$ cat src/hdl/mprqs_pkg.sv
package mprqs_pkg;

    localparam int QueueDepthDefault = 16;
    localparam int CountWidth        = 5;

    typedef enum logic [1:0] {
        KIND_ENQ  = 2'd0,
        KIND_DISP = 2'd1,
        KIND_REM  = 2'd2,
        KIND_NOP  = 2'd3
    } kind_t;

    typedef enum logic [1:0] {
        ST_OK    = 2'd0,
        ST_FULL  = 2'd1,
        ST_EMPTY = 2'd2,
        ST_NOID  = 2'd3
    } status_t;

    typedef enum logic [2:0] {
        POL_RR   = 3'd0,
        POL_SJF  = 3'd1,
        POL_SRTN = 3'd2,
        POL_GUAR = 3'd3,
        POL_PRIO = 3'd4
    } policy_t;

    typedef enum logic [2:0] {
        S_IDLE,
        S_SCAN,
        S_SHIFT_RD,
        S_SHIFT,
        S_OUT
    } state_t;

    typedef struct packed {
        logic [7:0]         task_id;
        logic [15:0]        target_time;
        logic [15:0]        served_time;
        logic signed [15:0] task_priority;
    } entry_t;

endpackage

$ cat src/hdl/mprqs_if.sv
interface mprqs_in_if;
    logic               valid;
    logic               ready;
    logic [1:0]         kind;
    logic [7:0]         task_id;
    logic [15:0]        target_time;
    logic [15:0]        served_time;
    logic signed [15:0] task_priority;

    modport source (output valid, kind, task_id, target_time, served_time, task_priority,
                    input ready);
    modport sink (input valid, kind, task_id, target_time, served_time, task_priority,
                  output ready);
endinterface

interface mprqs_out_if;
    logic       valid;
    logic       ready;
    logic       grant_valid;
    logic [7:0] grant_id;
    logic [1:0] status;
    logic [4:0] queue_count;

    modport source (output valid, grant_valid, grant_id, status, queue_count, input ready);
    modport sink (input valid, grant_valid, grant_id, status, queue_count, output ready);
endinterface

$ cat src/hdl/multi_policy_ready_queue_scheduler.sv
// Channel    Dir  Payload
// in_ch      in   kind, task_id, target_time, served_time, task_priority
// out_ch     out  grant_valid, grant_id, status, queue_count
// policy     cfg  policy_we / policy_wdata
// One item at a time. Enqueue, an ignored kind or an empty queue pass from
// the accept through the output state back to idle when the result is not
// stalled. Dispatch and remove scan the entry memory, one read per cycle,
// then read the entry after the gap once more and close the gap with one
// read and one write per cycle; the entry memory read is registered. Reset
// clears the count and the policy; the memory is not cleared. A stalled
// result holds in the output register and the next item is taken once it
// leaves.
module multi_policy_ready_queue_scheduler #(
    parameter int QUEUE_DEPTH = mprqs_pkg::QueueDepthDefault
) (
    input  logic       clk,
    input  logic       rst_n,
    input  logic       policy_we,
    input  logic [2:0] policy_wdata,
    mprqs_in_if.sink   in_ch,
    mprqs_out_if.source out_ch
);
    import mprqs_pkg::*;

    localparam int AW = $clog2(QUEUE_DEPTH);
    localparam int CW = $clog2(QUEUE_DEPTH + 1);

    entry_t mem [QUEUE_DEPTH];
    entry_t rd_data_reg;

    state_t state_reg, state_next;
    logic [2:0]    policy_reg;
    logic [CW-1:0] count_reg, count_next;
    logic [CW-1:0] idx_reg, idx_next;
    logic [CW-1:0] best_reg, best_next;
    entry_t        best_e_reg, best_e_next;
    logic          found_reg, found_next;
    kind_t         kind_reg;
    logic [7:0]    tid_reg;
    logic          gv_reg, gv_next;
    logic [7:0]    gid_reg, gid_next;
    status_t       st_reg, st_next;

    logic          rd_en;
    logic [AW-1:0] rd_addr;
    logic          wr_en;
    logic [AW-1:0] wr_addr;
    entry_t        wr_data;
    logic          rd_pending_reg;

    logic          accept;
    entry_t        in_e;
    logic          cand_wins;
    logic signed [16:0] rem_c, rem_b;
    logic [15:0]   tc, tb;
    logic [31:0]   prod_c, prod_b;

    assign accept      = in_ch.valid && in_ch.ready;
    assign in_ch.ready = (state_reg == S_IDLE);
    assign in_e        = '{in_ch.task_id, in_ch.target_time, in_ch.served_time,
                           in_ch.task_priority};

    always_ff @(posedge clk)
    begin
        if (wr_en)
        begin
            mem[wr_addr] <= wr_data;
        end
        if (rd_en)
        begin
            rd_data_reg <= mem[rd_addr];
        end
    end

    // Candidate against current best for the policy in force.
    always_comb
    begin
        rem_c  = $signed({1'b0, rd_data_reg.target_time}) -
                 $signed({1'b0, rd_data_reg.served_time});
        rem_b  = $signed({1'b0, best_e_reg.target_time}) -
                 $signed({1'b0, best_e_reg.served_time});
        tc     = (rd_data_reg.target_time == 16'd0) ? 16'd1 : rd_data_reg.target_time;
        tb     = (best_e_reg.target_time == 16'd0) ? 16'd1 : best_e_reg.target_time;
        prod_c = rd_data_reg.served_time * tb;
        prod_b = best_e_reg.served_time * tc;
        unique case (policy_reg)
            POL_SJF:  cand_wins = rd_data_reg.target_time < best_e_reg.target_time;
            POL_SRTN: cand_wins = rem_c < rem_b;
            POL_GUAR: cand_wins = prod_c < prod_b;
            POL_PRIO: cand_wins = rd_data_reg.task_priority > best_e_reg.task_priority;
            default:  cand_wins = 1'b0;
        endcase
    end

    always_comb
    begin
        state_next = state_reg;
        unique case (state_reg)
            S_IDLE:
            begin
                if (accept)
                begin
                    priority if (in_ch.kind == KIND_DISP || in_ch.kind == KIND_REM)
                        state_next = (count_reg == '0) ? S_OUT : S_SCAN;
                    else
                        state_next = S_OUT;
                end
            end
            S_SCAN:
            begin
                if (found_next || (idx_reg + 1'b1 == count_reg))
                    state_next = found_next ? S_SHIFT_RD : S_OUT;
            end
            S_SHIFT_RD: state_next = (idx_next >= count_reg) ? S_OUT : S_SHIFT;
            S_SHIFT:    state_next = (idx_next >= count_reg) ? S_OUT : S_SHIFT;
            S_OUT:      state_next = out_ch.ready ? S_IDLE : S_OUT;
            default:    state_next = S_IDLE;
        endcase
    end

    always_comb
    begin
        count_next  = count_reg;
        idx_next    = idx_reg;
        best_next   = best_reg;
        best_e_next = best_e_reg;
        found_next  = found_reg;
        gv_next     = gv_reg;
        gid_next    = gid_reg;
        st_next     = st_reg;
        rd_en       = 1'b0;
        rd_addr     = '0;
        wr_en       = 1'b0;
        wr_addr     = '0;
        wr_data     = in_e;
        unique case (state_reg)
            S_IDLE:
            begin
                gv_next    = 1'b0;
                gid_next   = '0;
                st_next    = ST_OK;
                idx_next   = '0;
                best_next  = '0;
                found_next = 1'b0;
                if (accept)
                begin
                    unique case (kind_t'(in_ch.kind))
                        KIND_ENQ:
                        begin
                            if (count_reg >= CW'(QUEUE_DEPTH))
                                st_next = ST_FULL;
                            else
                            begin
                                wr_en      = 1'b1;
                                wr_addr    = count_reg[AW-1:0];
                                count_next = count_reg + 1'b1;
                            end
                        end
                        KIND_DISP:
                        begin
                            if (count_reg == '0)
                                st_next = ST_EMPTY;
                            rd_en = 1'b1;
                        end
                        KIND_REM:
                        begin
                            if (count_reg == '0)
                                st_next = ST_NOID;
                            rd_en = 1'b1;
                        end
                        default: ;
                    endcase
                end
            end
            S_SCAN:
            begin
                // rd_data_reg holds entry idx_reg.
                if (kind_reg == KIND_REM)
                begin
                    if (rd_data_reg.task_id == tid_reg)
                    begin
                        found_next = 1'b1;
                        best_next  = idx_reg;
                    end
                    else if (idx_reg + 1'b1 == count_reg)
                        st_next = ST_NOID;
                end
                else
                begin
                    if (idx_reg == '0 || cand_wins)
                    begin
                        best_next   = idx_reg;
                        best_e_next = rd_data_reg;
                    end
                    if (idx_reg + 1'b1 == count_reg)
                        found_next = 1'b1;
                end
                if (found_next)
                begin
                    if (kind_reg == KIND_DISP)
                    begin
                        gv_next  = 1'b1;
                        gid_next = (idx_reg == '0 || cand_wins) ? rd_data_reg.task_id
                                                                : best_e_reg.task_id;
                    end
                    idx_next = best_next + 1'b1;
                    rd_en    = (best_next + 1'b1 < count_reg);
                    rd_addr  = AW'(best_next + 1'b1);
                end
                else
                begin
                    idx_next = idx_reg + 1'b1;
                    rd_en    = 1'b1;
                    rd_addr  = AW'(idx_reg + 1'b1);
                end
            end
            S_SHIFT_RD, S_SHIFT:
            begin
                // Move entry idx-1+1 down: data read last cycle is entry idx_reg.
                if (state_reg == S_SHIFT)
                begin
                    wr_en   = 1'b1;
                    wr_addr = AW'(idx_reg - 1'b1);
                    wr_data = rd_data_reg;
                end
                if (state_reg == S_SHIFT_RD)
                begin
                    idx_next = idx_reg;
                end
                else
                begin
                    idx_next = idx_reg + 1'b1;
                end
                rd_en   = (idx_next < count_reg);
                rd_addr = AW'(idx_next);
                if (state_next == S_OUT)
                    count_next = count_reg - 1'b1;
            end
            default: ;
        endcase
    end

    always_ff @(posedge clk or negedge rst_n)
    begin
        if (!rst_n)
        begin
            state_reg      <= S_IDLE;
            policy_reg     <= 3'd0;
            count_reg      <= '0;
            rd_pending_reg <= 1'b0;
        end
        else
        begin
            state_reg      <= state_next;
            count_reg      <= count_next;
            rd_pending_reg <= rd_en;
            if (policy_we)
                policy_reg <= policy_wdata;
        end
    end

    always_ff @(posedge clk)
    begin
        idx_reg    <= idx_next;
        best_reg   <= best_next;
        best_e_reg <= best_e_next;
        found_reg  <= found_next;
        gv_reg     <= gv_next;
        gid_reg    <= gid_next;
        st_reg     <= st_next;
        if (accept)
        begin
            kind_reg <= kind_t'(in_ch.kind);
            tid_reg  <= in_ch.task_id;
        end
    end

    assign out_ch.valid       = (state_reg == S_OUT);
    assign out_ch.grant_valid = gv_reg;
    assign out_ch.grant_id    = gid_reg;
    assign out_ch.status      = st_reg;
    assign out_ch.queue_count = CountWidth'(count_reg);

`ifndef ASSERT_OFF
    a_count_range: assert property (@(posedge clk) disable iff (!rst_n)
        count_reg <= CW'(QUEUE_DEPTH))
        else $error("entry count beyond depth");
    a_grant_id: assert property (@(posedge clk) disable iff (!rst_n)
        out_ch.valid && !out_ch.grant_valid |-> out_ch.grant_id == 8'd0)
        else $error("grant id without grant");
    a_scan_read: assert property (@(posedge clk) disable iff (!rst_n)
        state_reg == S_SCAN |-> rd_pending_reg)
        else $error("scan without memory read");
    a_ready_idle: assert property (@(posedge clk) disable iff (!rst_n)
        out_ch.valid |-> !in_ch.ready)
        else $error("input taken while result pending");
`endif

endmodule

$ cat src/flat_wrapper.sv
// flat-port wrapper written by rule: the top's interface ports become plain ports
module multi_policy_ready_queue_scheduler_flat import mprqs_pkg::*;
#(
    parameter int QUEUE_DEPTH = mprqs_pkg::QueueDepthDefault
)
  (clk, rst_n, policy_we, policy_wdata, in_ch_valid, in_ch_kind, in_ch_task_id, in_ch_target_time, in_ch_served_time, in_ch_task_priority, in_ch_ready, out_ch_valid, out_ch_grant_valid, out_ch_grant_id, out_ch_status, out_ch_queue_count, out_ch_ready);
  mprqs_in_if in_ch_i ();
  mprqs_out_if out_ch_i ();
  input  logic clk;
  input  logic rst_n;
  input  logic policy_we;
  input  logic [2:0] policy_wdata;
  input wire logic [$bits(in_ch_i.valid)-1:0] in_ch_valid;
  input wire logic [$bits(in_ch_i.kind)-1:0] in_ch_kind;
  input wire logic [$bits(in_ch_i.task_id)-1:0] in_ch_task_id;
  input wire logic [$bits(in_ch_i.target_time)-1:0] in_ch_target_time;
  input wire logic [$bits(in_ch_i.served_time)-1:0] in_ch_served_time;
  input wire logic [$bits(in_ch_i.task_priority)-1:0] in_ch_task_priority;
  output wire logic [$bits(in_ch_i.ready)-1:0] in_ch_ready;
  output wire logic [$bits(out_ch_i.valid)-1:0] out_ch_valid;
  output wire logic [$bits(out_ch_i.grant_valid)-1:0] out_ch_grant_valid;
  output wire logic [$bits(out_ch_i.grant_id)-1:0] out_ch_grant_id;
  output wire logic [$bits(out_ch_i.status)-1:0] out_ch_status;
  output wire logic [$bits(out_ch_i.queue_count)-1:0] out_ch_queue_count;
  input wire logic [$bits(out_ch_i.ready)-1:0] out_ch_ready;
  assign in_ch_i.valid = in_ch_valid;
  assign in_ch_i.kind = in_ch_kind;
  assign in_ch_i.task_id = in_ch_task_id;
  assign in_ch_i.target_time = in_ch_target_time;
  assign in_ch_i.served_time = in_ch_served_time;
  assign in_ch_i.task_priority = in_ch_task_priority;
  assign in_ch_ready = in_ch_i.ready;
  assign out_ch_valid = out_ch_i.valid;
  assign out_ch_grant_valid = out_ch_i.grant_valid;
  assign out_ch_grant_id = out_ch_i.grant_id;
  assign out_ch_status = out_ch_i.status;
  assign out_ch_queue_count = out_ch_i.queue_count;
  assign out_ch_i.ready = out_ch_ready;
  multi_policy_ready_queue_scheduler #(.QUEUE_DEPTH(QUEUE_DEPTH)) u_core (.clk(clk), .rst_n(rst_n), .policy_we(policy_we), .policy_wdata(policy_wdata), .in_ch(in_ch_i), .out_ch(out_ch_i));
endmodule
$ cat config.mk
export PLATFORM = sky130hd
export DESIGN_NAME = multi_policy_ready_queue_scheduler_flat
export DESIGN_NICKNAME = d
export VERILOG_FILES = /design/src/hdl/mprqs_pkg.sv /design/src/hdl/mprqs_if.sv /design/src/hdl/multi_policy_ready_queue_scheduler.sv /design/src/flat_wrapper.sv
export SDC_FILE = /design/constraint.sdc
export NUM_CORES = 2
export LEC_CHECK = 0
export ABC_AREA = 1
export BUFFER_PORTS_ARGS = -buffer_cell sky130_fd_sc_hd__clkbuf_2
export CORE_UTILIZATION = 45
export DETAILED_ROUTE_END_ITERATION = 10
export GPL_TIMING_DRIVEN = 0
export PLACE_DENSITY = 0.61
export SYNTH_ARGS = -nofsm -noshare
export SYNTH_HDL_FRONTEND = slang
export SYNTH_SLANG_ARGS = --single-unit
export TNS_END_PERCENT = 50
$ cat constraint.sdc
create_clock -name clk -period 35.3 [get_ports clk]
set_input_delay 3.53 -clock clk [delete_from_list [all_inputs] [get_ports clk]]
set_output_delay 3.53 -clock clk [all_outputs]
set_load 0.05 [all_outputs]
Word level (Yosys, flattened, before mapping)
Memory sizes are Yosys's and may differ from the RTL's. A register that Yosys moved wholly into a read port is not among the register bits.
Index checks and enable logic that the tools add are counted.

word-level totals
  register bits after elaboration = 99
  bits in latches = 0
  memory bits (writable) = 896
  memory bits (read-only) = 0
  input port bits = 66
  output and inout port bits = 18
  memories kept = 1

operators by class
  add/sub/neg operators = 7
  $mul = 2
  divide/modulo/power cells = 0
  order comparisons = 8
  equality and inequality tests = 24
  shifts and indexed selects = 0
  mux-type cells = 66
  bitwise operators = 1
  reductions and logical operators = 18

memories
  name        words  width  read ports  clocked after Yosys merged registers in  write ports  RTL line                                  source
  u_core.mem  16     56     1           1                                        1            multi_policy_ready_queue_scheduler.sv:28  entry_t mem [QUEUE_DEPTH];

operators by type and width
  kind                                           number
  2-to-1 mux 56 bit                              2
  multiplier 16 x 16 -> 32 bit                   2
  2-to-1 mux 5 bit                               11
  subtractor 16 x 16 -> 17 bit                   2
  zero test 16 bit                               2
  < comparator 32 bit                            1
  2-to-1 mux 16 bit                              2
  2-to-1 mux 8 bit                               3
  2-to-1 mux 3 bit                               7
  2-to-1 mux 4 bit                               5
  case mux 5 bit (2 select lines)                2
  < comparator 17 bit                            1
  greater-than comparator 16 bit                 1
  < comparator 16 bit                            1
  2-to-1 mux 1 bit                               16
  case mux 4 bit (2 select lines)                2
  case mux 8 bit (2 select lines)                1
  adder 5 x 1 -> 5 bit, second input constant    3
  case mux 5 bit (3 select lines)                1
  == test 3 x 2 -> 1 bit, second input constant  4
  2-to-1 mux 2 bit                               6
  case mux 3 bit (4 select lines)                1
  zero test 5 bit                                2
  < comparator 5 bit                             2
  other kinds (27)                               46

Longest topological paths before layout
  word-level depth = 18
  mapped depth = 70
  depth with buffers taken out = 66

Least setup slack after synthesis
OpenSTA, ideal clock, no wires.

  path type = register to register
  from = reg u_core.rd_data_reg[33] (netlist name)
  to = reg u_core.rd_data_reg[0] (netlist name)
  arrival time = 10.222 ns
  data required time = 34.405 ns
  slack = 24.183 ns
  cell stages (with the launch flop) = 49
  path buffers = 2
  clock period less this slack = 11.117 ns
  cells stage by stage = edfxtp_1 clkbuf_1 clkbuf_1 nand2_1 fa_1 fa_1 fa_1 fa_1 inv_1 fa_1 inv_1 fa_1 inv_1 ha_1 a21oi_1 o21ai_0 a21oi_1 inv_1 (+13 left out) nor4_1 nand2_1 nand2_2 nand3_2 nand2_1 nand3_1 nand2_1 inv_1 ha_1 nand3_1 o21ai_0 and2_1 ha_1 nand2_1 nor2_1 o21ai_0 o2111ai_1 nand4_1

between the ends
  cells in the longest elaborated chain, start to end = 13
  elaborated cells on any way between the ends = 18
  classes of those cells = 2 x add/sub; 1 x mul; 4 x order compare; 9 x mux; 2 x reduce/logical

RTL lines
  what                               RTL line                                   source
  zero test 16 bit                   multi_policy_ready_queue_scheduler.sv:82   tc = (rd_data_reg.target_time == 16'd0) ? 16'd1 : rd_data_reg.target_time;
  2-to-1 mux 16 bit                  multi_policy_ready_queue_scheduler.sv:82
  multiplier 16 x 16 -> 32 bit       multi_policy_ready_queue_scheduler.sv:85   prod_b = best_e_reg.served_time * tc;
  < comparator 32 bit                multi_policy_ready_queue_scheduler.sv:89   POL_GUAR: cand_wins = prod_c < prod_b;
  case mux 1 bit (4 select lines) *  multi_policy_ready_queue_scheduler.sv:86   unique case (policy_reg)
  logical OR 1 bit *                 multi_policy_ready_queue_scheduler.sv:190  if (idx_reg == '0 || cand_wins)
  2-to-1 mux 5 bit *                 multi_policy_ready_queue_scheduler.sv:190
  2-to-1 mux 5 bit *                 multi_policy_ready_queue_scheduler.sv:178  if (kind_reg == KIND_REM)
  2-to-1 mux 5 bit *                 multi_policy_ready_queue_scheduler.sv:136  unique case (state_reg)
  adder 5 x 1 -> 5 bit *             multi_policy_ready_queue_scheduler.sv:207  rd_en = (best_next + 1'b1 < count_reg);
  < comparator 5 bit *               multi_policy_ready_queue_scheduler.sv:207
  2-to-1 mux 1 bit *                 multi_policy_ready_queue_scheduler.sv:198  if (found_next)
  case mux 1 bit (3 select lines) *  multi_policy_ready_queue_scheduler.sv:136
  net u_core.rd_en                   multi_policy_ready_queue_scheduler.sv:44   logic rd_en;

The timed path passes the listed nets; every way through them passes the cells marked *. The select of a mux whose other input is x is not followed.
A chain may end at the register's enable or synchronous reset.

Final worst setup path
  from = reg u_core.rd_data_reg[23] (netlist name)
  to = reg u_core.count_reg[4] (netlist: u_core.out_ch.queue_count[4])

between the ends
  cells in the longest elaborated chain, start to end = 16
  elaborated cells on any way between the ends = 18
  classes of those cells = 2 x add/sub; 1 x mul; 3 x order compare; 2 x eq/ne; 8 x mux; 2 x reduce/logical

RTL lines
  what                                                                                 RTL line                                                                              source
  multiplier 16 x 16 -> 32 bit / subtractor 16 x 16 -> 17 bit (equally long branches)  multi_policy_ready_queue_scheduler.sv:84, multi_policy_ready_queue_scheduler.sv:78
  < comparator 32 bit / < comparator 17 bit (equally long branches)                    multi_policy_ready_queue_scheduler.sv:89, multi_policy_ready_queue_scheduler.sv:88
  case mux 1 bit (4 select lines) *                                                    multi_policy_ready_queue_scheduler.sv:86
  logical OR 1 bit *                                                                   multi_policy_ready_queue_scheduler.sv:190
  2-to-1 mux 5 bit *                                                                   multi_policy_ready_queue_scheduler.sv:190
  2-to-1 mux 5 bit *                                                                   multi_policy_ready_queue_scheduler.sv:178
  2-to-1 mux 5 bit *                                                                   multi_policy_ready_queue_scheduler.sv:136
  adder 5 x 1 -> 5 bit *                                                               multi_policy_ready_queue_scheduler.sv:206                                             idx_next = best_next + 1'b1;
  (+2 left out)                                                                        n/a
  net u_core.idx_next[1]                                                               multi_policy_ready_queue_scheduler.sv:34                                              logic [CW-1:0] idx_reg, idx_next;
  greater-or-equal comparator 5 bit *                                                  multi_policy_ready_queue_scheduler.sv:114, multi_policy_ready_queue_scheduler.sv:115
  2-to-1 mux 3 bit *                                                                   multi_policy_ready_queue_scheduler.sv:114, multi_policy_ready_queue_scheduler.sv:115
  case mux 3 bit (4 select lines) *                                                    multi_policy_ready_queue_scheduler.sv:98                                              unique case (state_reg)
  net u_core.state_next[1]                                                             multi_policy_ready_queue_scheduler.sv:31                                              state_t state_reg, state_next;
  == test 3 bit *                                                                      multi_policy_ready_queue_scheduler.sv:236                                             if (state_next == S_OUT)
  inequality test 2 x 1 -> 1 bit (no line) *                                           n/a
  AND reduction 5 bit (no line) *                                                      n/a
  end signal, assigned                                                                 multi_policy_ready_queue_scheduler.sv:255                                             count_reg <= count_next;
  end, declared                                                                        multi_policy_ready_queue_scheduler.sv:33                                              logic [CW-1:0] count_reg, count_next;

Marks and branches as above.

==> results.md <==
- Layout cells sized above 1: between 6 and 7%
- CTS tree: done
- Worst r2r dst: u_core.out_ch.queue_count[4]$_DFFE_PN0P_
- Largest register FFs: between 800 and 900
- First-pass GRT wire length: approximately 300 mm
- CTS Hold Bufs: 0
- Post-synth top area share: 45.8%
- Port buffer count: 83
- Average instance area after synthesis: 9.15 um^2
- Mapped cell area: approximately 68,000 um^2
- Area Growth Syn to Fin: 11.1%
- Worst r2r path cells: 57
- Die outline height: between 300 and 400 um
- Max Clock Freq: 74.2 MHz
- CP max FO: 11
- Ys flop type: edfxtp_1
- Crit end category: flip-flop
- Max stage delay on crit path: 0.66 ns
- Die area: 152,000 um^2
- Gpl congestion: approximately 0.95
- Fin. max-slew vios: 0
- CP top delay family: adder cells
- Worst path slowest cell: clkbuf_1
- Post-synth EDFFs: roughly 1,000
- Ys async rst share: 1.05%
- Vias/cell: roughly 5.1
- Post-layout minimum cycle time: 13.48 ns
- Most frequent CP cell: nand2_1
- Setup TNS: 0 ns
- CTS clk-pin slew, worst paths: ~0.060 ns
- CTS buffer count: roughly 100
- Synth Instances: approximately 7,400
- Total vias in the final route: 50,000
- Cts repair resizes: 0
- Vias in the first global route: about 49,000
- Dpl hpwl: ~150 mm
- CP startpoint: u_core.rd_data_reg[23]$_DFFE_PP_
- # Post-CTS Setup Buffers: 0
- Worst r2r src: u_core.rd_data_reg[23]$_DFFE_PP_
- DRT antenna net count: 0
- DRC Markers: 0
- Stages on the worst setup path: 57
- Initial antenna violation count: 13
- CP bufs+invs: 12
- CTS Root Cell: clkbuf_16
- WL per Instance: 20.4 um
- Synth warn: 0
- Total GRT Usage: 26.1%
- Final setup viols: 0
- Syn nets: between 8,000 and 9,000
- Max cap viols: 0
- Starting Density: between 40% and 50%
- DRT Wirelength: between 150 and 200 mm
- Yosys top cell by area: edfxtp_1
- Die W: about 400 um
- DR iter-0 viols: around 4,500
- Share of the yosys chip area belonging to registers: 46.4%
- Synth unique cells: 55
- Initial DRT Pass Iterations: 9
- Total gr overflow: 0
- Crit path DAT: ~14 ns
- Worst Setup Start Kind: flip-flop
- Worst min path class: flip-flop to flip-flop
- Layout Nets: roughly 8,500
- Period Utilization, post-route: about two fifths
- Req. time, crit path: 35.92 ns
- Synthesis-stage register bit count: between 1,000 and 1,500
- CP Class: flip-flop to flip-flop
- Clock Tree Buf Depth: 3
- Reg2reg setup slack: 21.82 ns
- Worst Skew: between 0.02 and 0.03 ns
- Status: finished clean
- Worst Tran Pin Value: approximately 1.4 ns
- End point of the critical path: u_core.out_ch.queue_count[4]$_DFFE_PN0P_
- Final Hold Fails: 0
- Site row count: between 100 and 150
- CTS Sinks: roughly 1,100
- Largest net degree at the start of global routing: 57
- Clock latency on the worst-skew pair: 0.71 ns
- # IOs: 84
- Slew margin rel.: under 10%
- CTS H-tree lvls: 3
- Synth top area cells: edfxtp_1, fa_1, nand2_1, inv_1, nand3_1
- Core area: 150,000 um^2
- RSZ-0062 raised after global routing: no
## worst register-to-register path: cells and delay by family (launching register included)
kind	cells	cell delay (ns)
DFF	1	0.42
adders and majority gates	10	4.31
and+or+nand+nor	19	2.85
xor gates and xnor gates	1	0.14
buffers and inverters	12	2.90
AOI/OAI and AO/OA	15	2.77
## cell usage in the layout, fill, tap and decap left out, types with 6 or more instances in the layout
cell | synthesis | layout
buf_4 | 28 | 41
nor4_1 | 8 | 8
o21ai_1 | 7 | 26
bufinv_16 | 0 | 15
o21ai_2 | 0 | 6
buf_12 | 0 | 29
o21bai_1 | 17 | 17
a211oi_1 | 7 | 6
buf_1 | 18 | 17
dfrtp_1 | 11 | 11
buf_2 | 111 | 112
o211ai_1 | 8 | 8
a21oi_1 | 142 | 142
nor3_1 | 12 | 11
o21a_1 | 6 | 6
xnor2_1 | 36 | 36
fa_1 | 391 | 391
inv_1 | 1738 | 1737
ha_1 | 342 | 342
nand3b_1 | 58 | 58
clkbuf_2 | 1 | 85
buf_6 | 34 | 41
nor2_4 | 0 | 15
xor2_1 | 71 | 71
clkinv_1 | 2 | 21
nand3_1 | 881 | 881
clkbuf_16 | 0 | 105
nor2_1 | 110 | 95
clkinv_2 | 1 | 21
clkbuf_1 | 182 | 199
nand2_1 | 1983 | 1983
dfxtp_1 | 6 | 6
nand4_1 | 14 | 14
o21ai_0 | 89 | 64
buf_8 | 0 | 7
edfxtp_1 | 1034 | 1034
## kinds of logic (layout without fill, tap and decap cells)
family	after synthesis	after routing	synth area share [%]
fa+ha+maj	733	733	17.9
simple gates	3086	3086	19.3
other cells	0	4	0
xor+xnor	108	108	1.41
buf+inv	2120	2453	12.5
flops	1051	1051	46.4
compound gates	309	309	2.55
## routing by layer
layer  track usage, %  wire length [um]
met1             33.7             81000
met2             44.3             96000
met4             10.7              7720
met3             3.43             14000
met5                0                41
## synthesized netlist by cell type, drive strengths merged, types with 5 or more instances
cell,number
fa,391
o31ai,5
nand3,886
nor3,12
inv,1743
xor2,72
buf,191
a21oi,142
nand2,1989
nor2,112
edfxtp,1034
o21a,6
dfrtp,11
o21bai,17
a21boi,6
dfxtp,6
o21ai,96
ha,342
a211oi,7
xnor2,36
clkbuf,183
nand4,14
nor4,8
o211ai,8
nand3b,58
## stage by stage
stage | instances | cell area (um^2) | util [%] | hold slack (ns) | setup slack, ns
floorplan | 7407 | 67800 | - | 0.424 | 24.18
global placement | 9506 | 70700 | 47.3 | 0.433 | 20.08
detailed placement | 9565 | 71800 | 48.0 | 0.437 | 21.93
CTS | 9756 | 75300 | 50.3 | 0.452 | 21.88
global route | 9756 | 75300 | 50.3 | 0.465 | 21.09
finish | 9760 | 75300 | 50.3 | 0.455 | 21.82
## area by class of cell
type,instances,area [um^2]
multi-input combinational,4236,28000
tap,2016,2520
clock inverter,66,732
antenna,4,10.0
inverter,1746,6560
timing repair buffer,142,1360
fill,13900,74300
buffer,374,1910
sequential,1051,31400
clock buffer,125,2720
## worst min path at each step
stage                                           startpoint                         endpoint  slack (ns)  cells past startpoint
after floorplan           u_core.rd_data_reg[17]$_DFFE_PP_  u_core.best_e_reg[17]$_DFFE_PP_        0.42                      0
after global placement    u_core.rd_data_reg[19]$_DFFE_PP_  u_core.best_e_reg[19]$_DFFE_PP_        0.43                      0
after detailed placement  u_core.rd_data_reg[24]$_DFFE_PP_  u_core.best_e_reg[24]$_DFFE_PP_        0.44                      0
after CTS                 u_core.rd_data_reg[24]$_DFFE_PP_  u_core.best_e_reg[24]$_DFFE_PP_        0.45                      0
after global routing      u_core.rd_data_reg[24]$_DFFE_PP_  u_core.best_e_reg[24]$_DFFE_PP_        0.47                      0
final                     u_core.rd_data_reg[24]$_DFFE_PP_  u_core.best_e_reg[24]$_DFFE_PP_        0.46                      0
Power is left out: the tool's default activity adds up to more than one toggle a clock period on the data nets, which glitch-free logic cannot reach.
